## config.mk

```make
export PLATFORM = sky130hd
export DESIGN_NAME = rb_cell
export DESIGN_NICKNAME = d
export VERILOG_FILES = /design/src/rtl/rb_pkg.sv /design/src/rtl/rb_cell.sv
export SDC_FILE = /design/constraint.sdc
export NUM_CORES = 2
export LEC_CHECK = 0
export BUFFER_PORTS_ARGS = -buffer_cell sky130_fd_sc_hd__buf_2
export CORE_MARGIN = 4
export CORE_UTILIZATION = 50
export DETAILED_ROUTE_END_ITERATION = 8
export PLACE_DENSITY_LB_ADDON = 0.25
export SLEW_MARGIN = 20
export SYNTH_ARGS = -nofsm -noshare
export SYNTH_HDL_FRONTEND = slang
export SYNTH_SLANG_ARGS = --single-unit
```

## constraint.sdc

```tcl
create_clock -name clk -period 13.5 [get_ports clk]
set_input_delay 2.025 -clock clk [delete_from_list [all_inputs] [get_ports clk]]
set_output_delay 2.025 -clock clk [all_outputs]
set_load 0.005 [all_outputs]
```

## src/rtl/rb_pkg.sv

```systemverilog
// ----------------------------------------------------------------------------
// rb_pkg: shared types and constants of the range and bearing tracker
// Field widths, fixed-point formats, arctangent table and the cell payload.
// ----------------------------------------------------------------------------
package rb_pkg;

  localparam int ANGLE_FRAC_BITS = 16;
  localparam int CORDIC_STAGES   = 24;

  localparam int LAT_W    = 31;
  localparam int LON_W    = 32;
  localparam int BASE_W   = 30;
  localparam int OFF_W    = 32;
  localparam int MAG_W    = 31;
  localparam int BX_W     = 33;
  localparam int ABX_W    = 32;
  localparam int SQ_W     = 64;
  localparam int CX_W     = 64;
  localparam int Z_W      = 36;
  localparam int PRESCALE = 28;

  localparam int PAD_W    = 31;
  localparam int BRANGE_W = 32;
  localparam int BEAR_W   = 19;

  localparam int SQRT_STEPS  = 32;
  localparam int NCELLS      = (CORDIC_STAGES > SQRT_STEPS) ? CORDIC_STAGES : SQRT_STEPS;
  localparam int IDX_W       = $clog2(NCELLS);
  localparam int ROUND_SHIFT = 32 - ANGLE_FRAC_BITS;
  localparam int FRONT_N     = 5;

  localparam int IN_DATA_W  = 64;
  localparam int OUT_DATA_W = 88;
  localparam int OUT_USER_W = 2;
  localparam int CFG_IDX_W  = 2;
  localparam int CFG_DATA_W = 32;

  localparam logic [CFG_IDX_W-1:0] REG_HOME_LAT  = 2'd0;
  localparam logic [CFG_IDX_W-1:0] REG_HOME_LON  = 2'd1;
  localparam logic [CFG_IDX_W-1:0] REG_BASE_DIST = 2'd2;

  localparam logic signed [OFF_W-1:0] OFF_LIM     = 32'sd1073741824;
  localparam logic signed [Z_W-1:0]   HALF_PI_Q32 = 36'sd6746518852;
  localparam logic signed [Z_W-1:0]   PI_Q32      = 36'sd13493037704;

  // atan(2^-i) in 2^-32 rad
  localparam logic signed [Z_W-1:0] ATAN_Q32 [32] = '{
    36'sd3373259426, 36'sd1991351318, 36'sd1052175346, 36'sd534100635,
    36'sd268086748,  36'sd134174063,  36'sd67103403,   36'sd33553749,
    36'sd16777131,   36'sd8388597,    36'sd4194303,    36'sd2097152,
    36'sd1048576,    36'sd524288,     36'sd262144,     36'sd131072,
    36'sd65536,      36'sd32768,      36'sd16384,      36'sd8192,
    36'sd4096,       36'sd2048,       36'sd1024,       36'sd512,
    36'sd256,        36'sd128,        36'sd64,         36'sd32,
    36'sd16,         36'sd8,          36'sd4,          36'sd2
  };

  typedef struct packed {
    logic [SQ_W-1:0]        pn;
    logic [SQ_W-1:0]        pres;
    logic [SQ_W-1:0]        bn;
    logic [SQ_W-1:0]        bres;
    logic signed [CX_W-1:0] x;
    logic signed [CX_W-1:0] y;
    logic signed [Z_W-1:0]  z;
    logic                   neg;
    logic                   degen;
    logic                   clamped;
  } cell_data_t;

  // trial bit of the square root digit handled by a given cell
  function automatic logic [SQ_W-1:0] sqrt_bit(input logic [IDX_W-1:0] idx);
    logic [IDX_W:0] k;
    k = (IDX_W+1)'(SQRT_STEPS - 1) - {1'b0, idx};
    return SQ_W'(1) << {k, 1'b0};
  endfunction

endpackage

```

## src/rtl/rb_cell.sv

```systemverilog
// ----------------------------------------------------------------------------
// rb_cell: one cell of the range and bearing chain
// Does one digit of both square roots and, in the first CORDIC_STAGES cells, one CORDIC vectoring rotation.
// ----------------------------------------------------------------------------
module rb_cell (
  input  logic                      clk,
  input  logic                      rst_n,
  input  logic [rb_pkg::IDX_W-1:0]  idx,
  input  logic                      in_valid,
  output logic                      in_ready,
  input  rb_pkg::cell_data_t        in_data,
  output logic                      out_valid,
  input  logic                      out_ready,
  output rb_pkg::cell_data_t        out_data
);
  import rb_pkg::*;

  logic                   valid_r;
  cell_data_t             data_r;
  cell_data_t             data_nxt;
  logic [SQ_W-1:0]        bitv;
  logic [SQ_W-1:0]        ptry;
  logic [SQ_W-1:0]        btry;
  logic signed [CX_W-1:0] cx;
  logic signed [CX_W-1:0] cy;
  logic signed [CX_W-1:0] xs;
  logic signed [CX_W-1:0] ys;
  logic signed [Z_W-1:0]  cz;
  logic signed [Z_W-1:0]  ang;
  logic                   sqrt_on;
  logic                   cordic_on;

  assign in_ready  = !valid_r || out_ready;
  assign out_valid = valid_r;
  assign out_data  = data_r;

  assign sqrt_on   = {1'b0, idx} < (IDX_W+1)'(SQRT_STEPS);
  assign cordic_on = {1'b0, idx} < (IDX_W+1)'(CORDIC_STAGES);

  always_comb begin
    data_nxt = in_data;
    bitv     = sqrt_bit(idx);
    ptry     = in_data.pres + bitv;
    btry     = in_data.bres + bitv;
    cx       = in_data.x;
    cy       = in_data.y;
    cz       = in_data.z;
    xs       = cx >>> idx;
    ys       = cy >>> idx;
    ang      = ATAN_Q32[idx];
    if (sqrt_on) begin
      if (in_data.pn >= ptry) begin
        data_nxt.pn   = in_data.pn - ptry;
        data_nxt.pres = (in_data.pres >> 1) + bitv;
      end else begin
        data_nxt.pres = in_data.pres >> 1;
      end
      if (in_data.bn >= btry) begin
        data_nxt.bn   = in_data.bn - btry;
        data_nxt.bres = (in_data.bres >> 1) + bitv;
      end else begin
        data_nxt.bres = in_data.bres >> 1;
      end
    end
    if (cordic_on) begin
      if (cy < 0) begin
        data_nxt.x = cx - ys;
        data_nxt.y = cy + xs;
        data_nxt.z = cz - ang;
      end else begin
        data_nxt.x = cx + ys;
        data_nxt.y = cy - xs;
        data_nxt.z = cz + ang;
      end
    end
  end

  always_ff @(posedge clk) begin
    if (!rst_n) begin
      valid_r <= 1'b0;
    end else if (in_ready) begin
      valid_r <= in_valid;
    end
  end

  always_ff @(posedge clk) begin
    if (in_ready && in_valid) begin
      data_r <= data_nxt;
    end
  end

endmodule

```

==> flow_summary.toml <==
[pwr]
vdd_drop_max_v = 0.0001040
share_seq_of_total_power_pct = 28.4
internal-power_mw = 3.756
switching_power_mw = 2.735
sw_frac_of_total_pct = 42.14
power_per_cell_area_mw_per_mm2 = 102.8
power.clock.fraction_pct = 23.1
share_comb_of_total_power_pct = 48.4
leakage_nw = 26.15

[clocking]
hold_buffers = 0
h-tree-depth = 2
cts-buffers-inserted = 53
clk-insertion-delay-late_ns = 0.71
ctsRootBufferMaster = "sky130_fd_sc_hd__clkbuf_16"
cts_tree = "built"
post_cts_resize_count = 0
postCtsSetupRepairBufs = 0
clkTransAtPathRegs_ns = 0.07
clock_path_buffers = 3
clock_sinks = 424

[floorplan]
initial_core_util_pct = 50.52
core_region_area_mm2 = 0.1111
dieArea_mm2 = 0.1177
die_x_um = 343.1
io-pin-count = 857
row_cnt = 122
die-height_um = 343.1

[detailed_routing]
vias = 60300
routed_via_density = 6.665
drt_first_pass_iters = 8
drt_drc_violations_left = 0
routed_wire_length_mm = 271.1
drt-wirelength-per-cell_um = 29.96
route.antenna.remaining_nets = 0
drt_iter0_markers = 6673

[finish]
final_cells = 9048
commonest_cells_after_routing_fill_and_taps_aside = "sky130_fd_sc_hd__buf_2 (851), sky130_fd_sc_hd__nand2_1 (773), sky130_fd_sc_hd__nor2_1 (650)"
fillers = 10590
most_frequent_standard_cell_in_the_layout_excluding_fill_and_tap_cells = "sky130_fd_sc_hd__buf_2"
area_added_between_synthesis_and_finish_pct = 12.49
final_layout_size_suffix_gt1_share_pct = 17.63
finish.net_count = 8320

[yosys]
synth_adder_area_share_pct = 9.752
async_set_or_reset_register_ratio_after_synthesis_pct = 0
synth_top_area_share_pct = 22.62
yosys_warnings = 0
synth-seq-area-share_pct = 22.66
synth_cells = 6859
synthTopCellsByArea = "sky130_fd_sc_hd__edfxtp_1 (23%), sky130_fd_sc_hd__ha_1 (9.4%), sky130_fd_sc_hd__a21oi_1 (5.5%)"
post_synth_xor_area_fraction_pct = 10.26
main_combinational_cell_family_by_area_after_synthesis = "compound AO/OA/AOI/OAI gates"
syn-cell-area_mm2 = 0.05614
synth_seq_cells = 424
synth_enable_flop_cells = 423
postSynthAreaPerCell_um2 = 8.185
synth_area_leader_cell = "sky130_fd_sc_hd__edfxtp_1"
synthesized_area_fraction_occupied_by_ao_oa_aoi_and_oai_cells_pct = 25.09
synthesis.nets = 7716
area_fraction_in_and_or_nand_and_nor_cells_after_synthesis_pct = 18.36
synth_top_flop_cell = "sky130_fd_sc_hd__edfxtp_1"
synthDistinctLibCells = 108
proportion_of_synthesized_area_in_mux_cells_pct = 10.06

[timing]
setup_viol_count_final = 0
grt_setup_unrepaired = "no"
finalWorstPathRequiredPeriod_ns = 10.31
fmax_ghz = 0.09696
tightest_slew_ns = 1.279
skew_ns = 0.01626
timing_hold_violations_final = 0
finalMaxSlewViolations = 0
tns_ns = 0
final_worst_path_cycle_share_pct = 76.40
max_slew_margin_pct = 12.32

[grt]
gr-total-overflow = 0
antenna_found_initial = 82
grt_usage_pct = 43.73
grt_max_degree = 118
grt_pass1_vias = 56310
grt_first_pass_wirelength_mm = 382.2

[flow_run]
drv_cap = 0

[worst_setup_path]
cpPeakStageDelay_ns = 0.86
crit_required_ns = 14.00
critical_path_arrival_ns = 10.82
worstPathMaxFanout = 56
cp_common_cell = "sky130_fd_sc_hd__buf_4"
startpoint_type = "primary input"
worst-path-buf-inv = 4
cp_slowest_cell = "sky130_fd_sc_hd__a2111oi_0"
worst_path_dominant_cell_family = "compound AO/OA/AOI/OAI gates"
criticalPathCategory = "in -> reg"
endpoint_kind = "register"

[placement]
dp_hpwl_mm = 220.2
io_buffers = 856
gpl.final_weighted_congestion = 1.100
post-place-cells = 8895

[hold_path]
min-delay-path-class = "reg -> reg"

[outcome]
run_status = "complete, no violations"
==> worst min-delay path: stages (launching register included) <==
cell and delay [ns]:
sky130_fd_sc_hd__dfxtp_1 0.31, sky130_fd_sc_hd__nand2b_1 0.11, sky130_fd_sc_hd__a21boi_0 0.10
==> layer usage <==
metal | up-vias | part of all wire, % | wire [um] | global-route usage (%)
li1 | 27050 | - | - | -
met1 | 28420 | 34 | 92930 | 48.09
met2 | 3755 | 46 | 124400 | 71.50
met3 | 1046 | 11 | 28850 | 12.53
met4 | 32 | 9.0 | 24510 | 33.25
met5 | - | 0.14 | 370 | 1.062
==> sequential cells by signal, indices dropped and copies added, names as in the netlist <==
name       count
out_data     423
out_valid      1
==> kinds of logic after synthesis <==
| kind of cell | Yosys count |
|---|---|
| AOI/OAI and AO/OA | 2223 |
| adders and majority gates | 437 |
| DFF | 424 |
| and+or+nand+nor | 2215 |
| xor gates and xnor gates | 658 |
| buffers and inverters | 508 |
| muxes | 394 |
==> synth_stat cells (17+ instances only) <==
master,n
sky130_fd_sc_hd__and2_1,67
sky130_fd_sc_hd__a21o_1,219
sky130_fd_sc_hd__nand2_1,774
sky130_fd_sc_hd__nor3b_1,24
sky130_fd_sc_hd__a311oi_1,17
sky130_fd_sc_hd__a21oi_1,619
sky130_fd_sc_hd__o21a_1,53
sky130_fd_sc_hd__edfxtp_1,423
sky130_fd_sc_hd__nor3_1,122
sky130_fd_sc_hd__a22oi_1,34
sky130_fd_sc_hd__or2_2,20
sky130_fd_sc_hd__and3_1,69
sky130_fd_sc_hd__nand3_1,114
sky130_fd_sc_hd__o22ai_1,33
sky130_fd_sc_hd__nor4_1,27
sky130_fd_sc_hd__o21bai_1,97
sky130_fd_sc_hd__xor2_1,306
sky130_fd_sc_hd__clkbuf_1,238
sky130_fd_sc_hd__o211ai_1,62
sky130_fd_sc_hd__nand2b_1,68
sky130_fd_sc_hd__nor2b_1,65
sky130_fd_sc_hd__xnor2_1,352
sky130_fd_sc_hd__nand4_1,104
sky130_fd_sc_hd__o21ai_0,510
sky130_fd_sc_hd__a211oi_1,57
sky130_fd_sc_hd__a31oi_1,168
sky130_fd_sc_hd__a2111oi_0,20
sky130_fd_sc_hd__nor2_1,650
sky130_fd_sc_hd__or3_1,26
sky130_fd_sc_hd__buf_2,56
sky130_fd_sc_hd__a31o_2,26
sky130_fd_sc_hd__buf_1,57
sky130_fd_sc_hd__o31ai_1,51
sky130_fd_sc_hd__a21boi_0,23
sky130_fd_sc_hd__mux2_2,103
sky130_fd_sc_hd__a41oi_1,24
sky130_fd_sc_hd__ha_1,420
sky130_fd_sc_hd__and4_1,21
sky130_fd_sc_hd__mux4_2,126
sky130_fd_sc_hd__inv_1,131
sky130_fd_sc_hd__o41ai_1,17
sky130_fd_sc_hd__mux2i_1,165
==> power by group through the flow <==
stage | logic [mW] | registers (mW) | clock network [mW]
global placement | 3.04 | 1.86 | 0
CTS | 3.07 | 1.84 | 1.51
floorplan | 1.98 | 1.85 | 0
finish | 3.14 | 1.84 | 1.50
global route | 3.37 | 1.85 | 1.57
detailed placement | 3.05 | 1.86 | 0
==> final cells by class <==
type	instances	area (um^2)	area share [%]
diodes	57	142.6	0.2258
clock buffers	61	1356	2.147
clock inverters	34	382.9	0.6062
inverters	134	506.7	0.8023
multi-input cells	5927	41330	65.44
flip-flops and latches	424	12720	20.14
well taps	1488	1862	2.948
repair buffers	923	4852	7.683
==> per-stage QoR <==
| step | total power, mW | worst slack [ns] | hold slack [ns] | instance area, um^2 | utilization, % |
|---|---|---|---|---|---|
| CTS | 6.419 | 3.523 | 0.5605 | 63010 | 56.70 |
| detailed placement | 4.913 | 2.850 | 0.5523 | 61270 | 55.14 |
| finish | 6.491 | 3.186 | 0.5682 | 63160 | 56.83 |
| floorplan | 3.828 | 0.9101 | 0.5366 | 56140 | - |
| global placement | 4.899 | 2.934 | 0.5174 | 61270 | 55.14 |
| global route | 6.782 | 2.765 | 0.5901 | 63110 | 56.79 |
==> worst paths after layout <==
path                          start                       to  slack, ns  cells after the start
max                          idx[3]  out_data[294]$_DFFE_PP_       3.19                     29
min          out_valid$_SDFFE_PN0N_   out_valid$_SDFFE_PN0N_       0.57                      2
max reg2reg  out_valid$_SDFFE_PN0N_  out_data[297]$_DFFE_PP_      10.42                      4
min reg2reg  out_valid$_SDFFE_PN0N_   out_valid$_SDFFE_PN0N_       0.57                      2
Note: power is estimated with default switching activity, not from simulation.
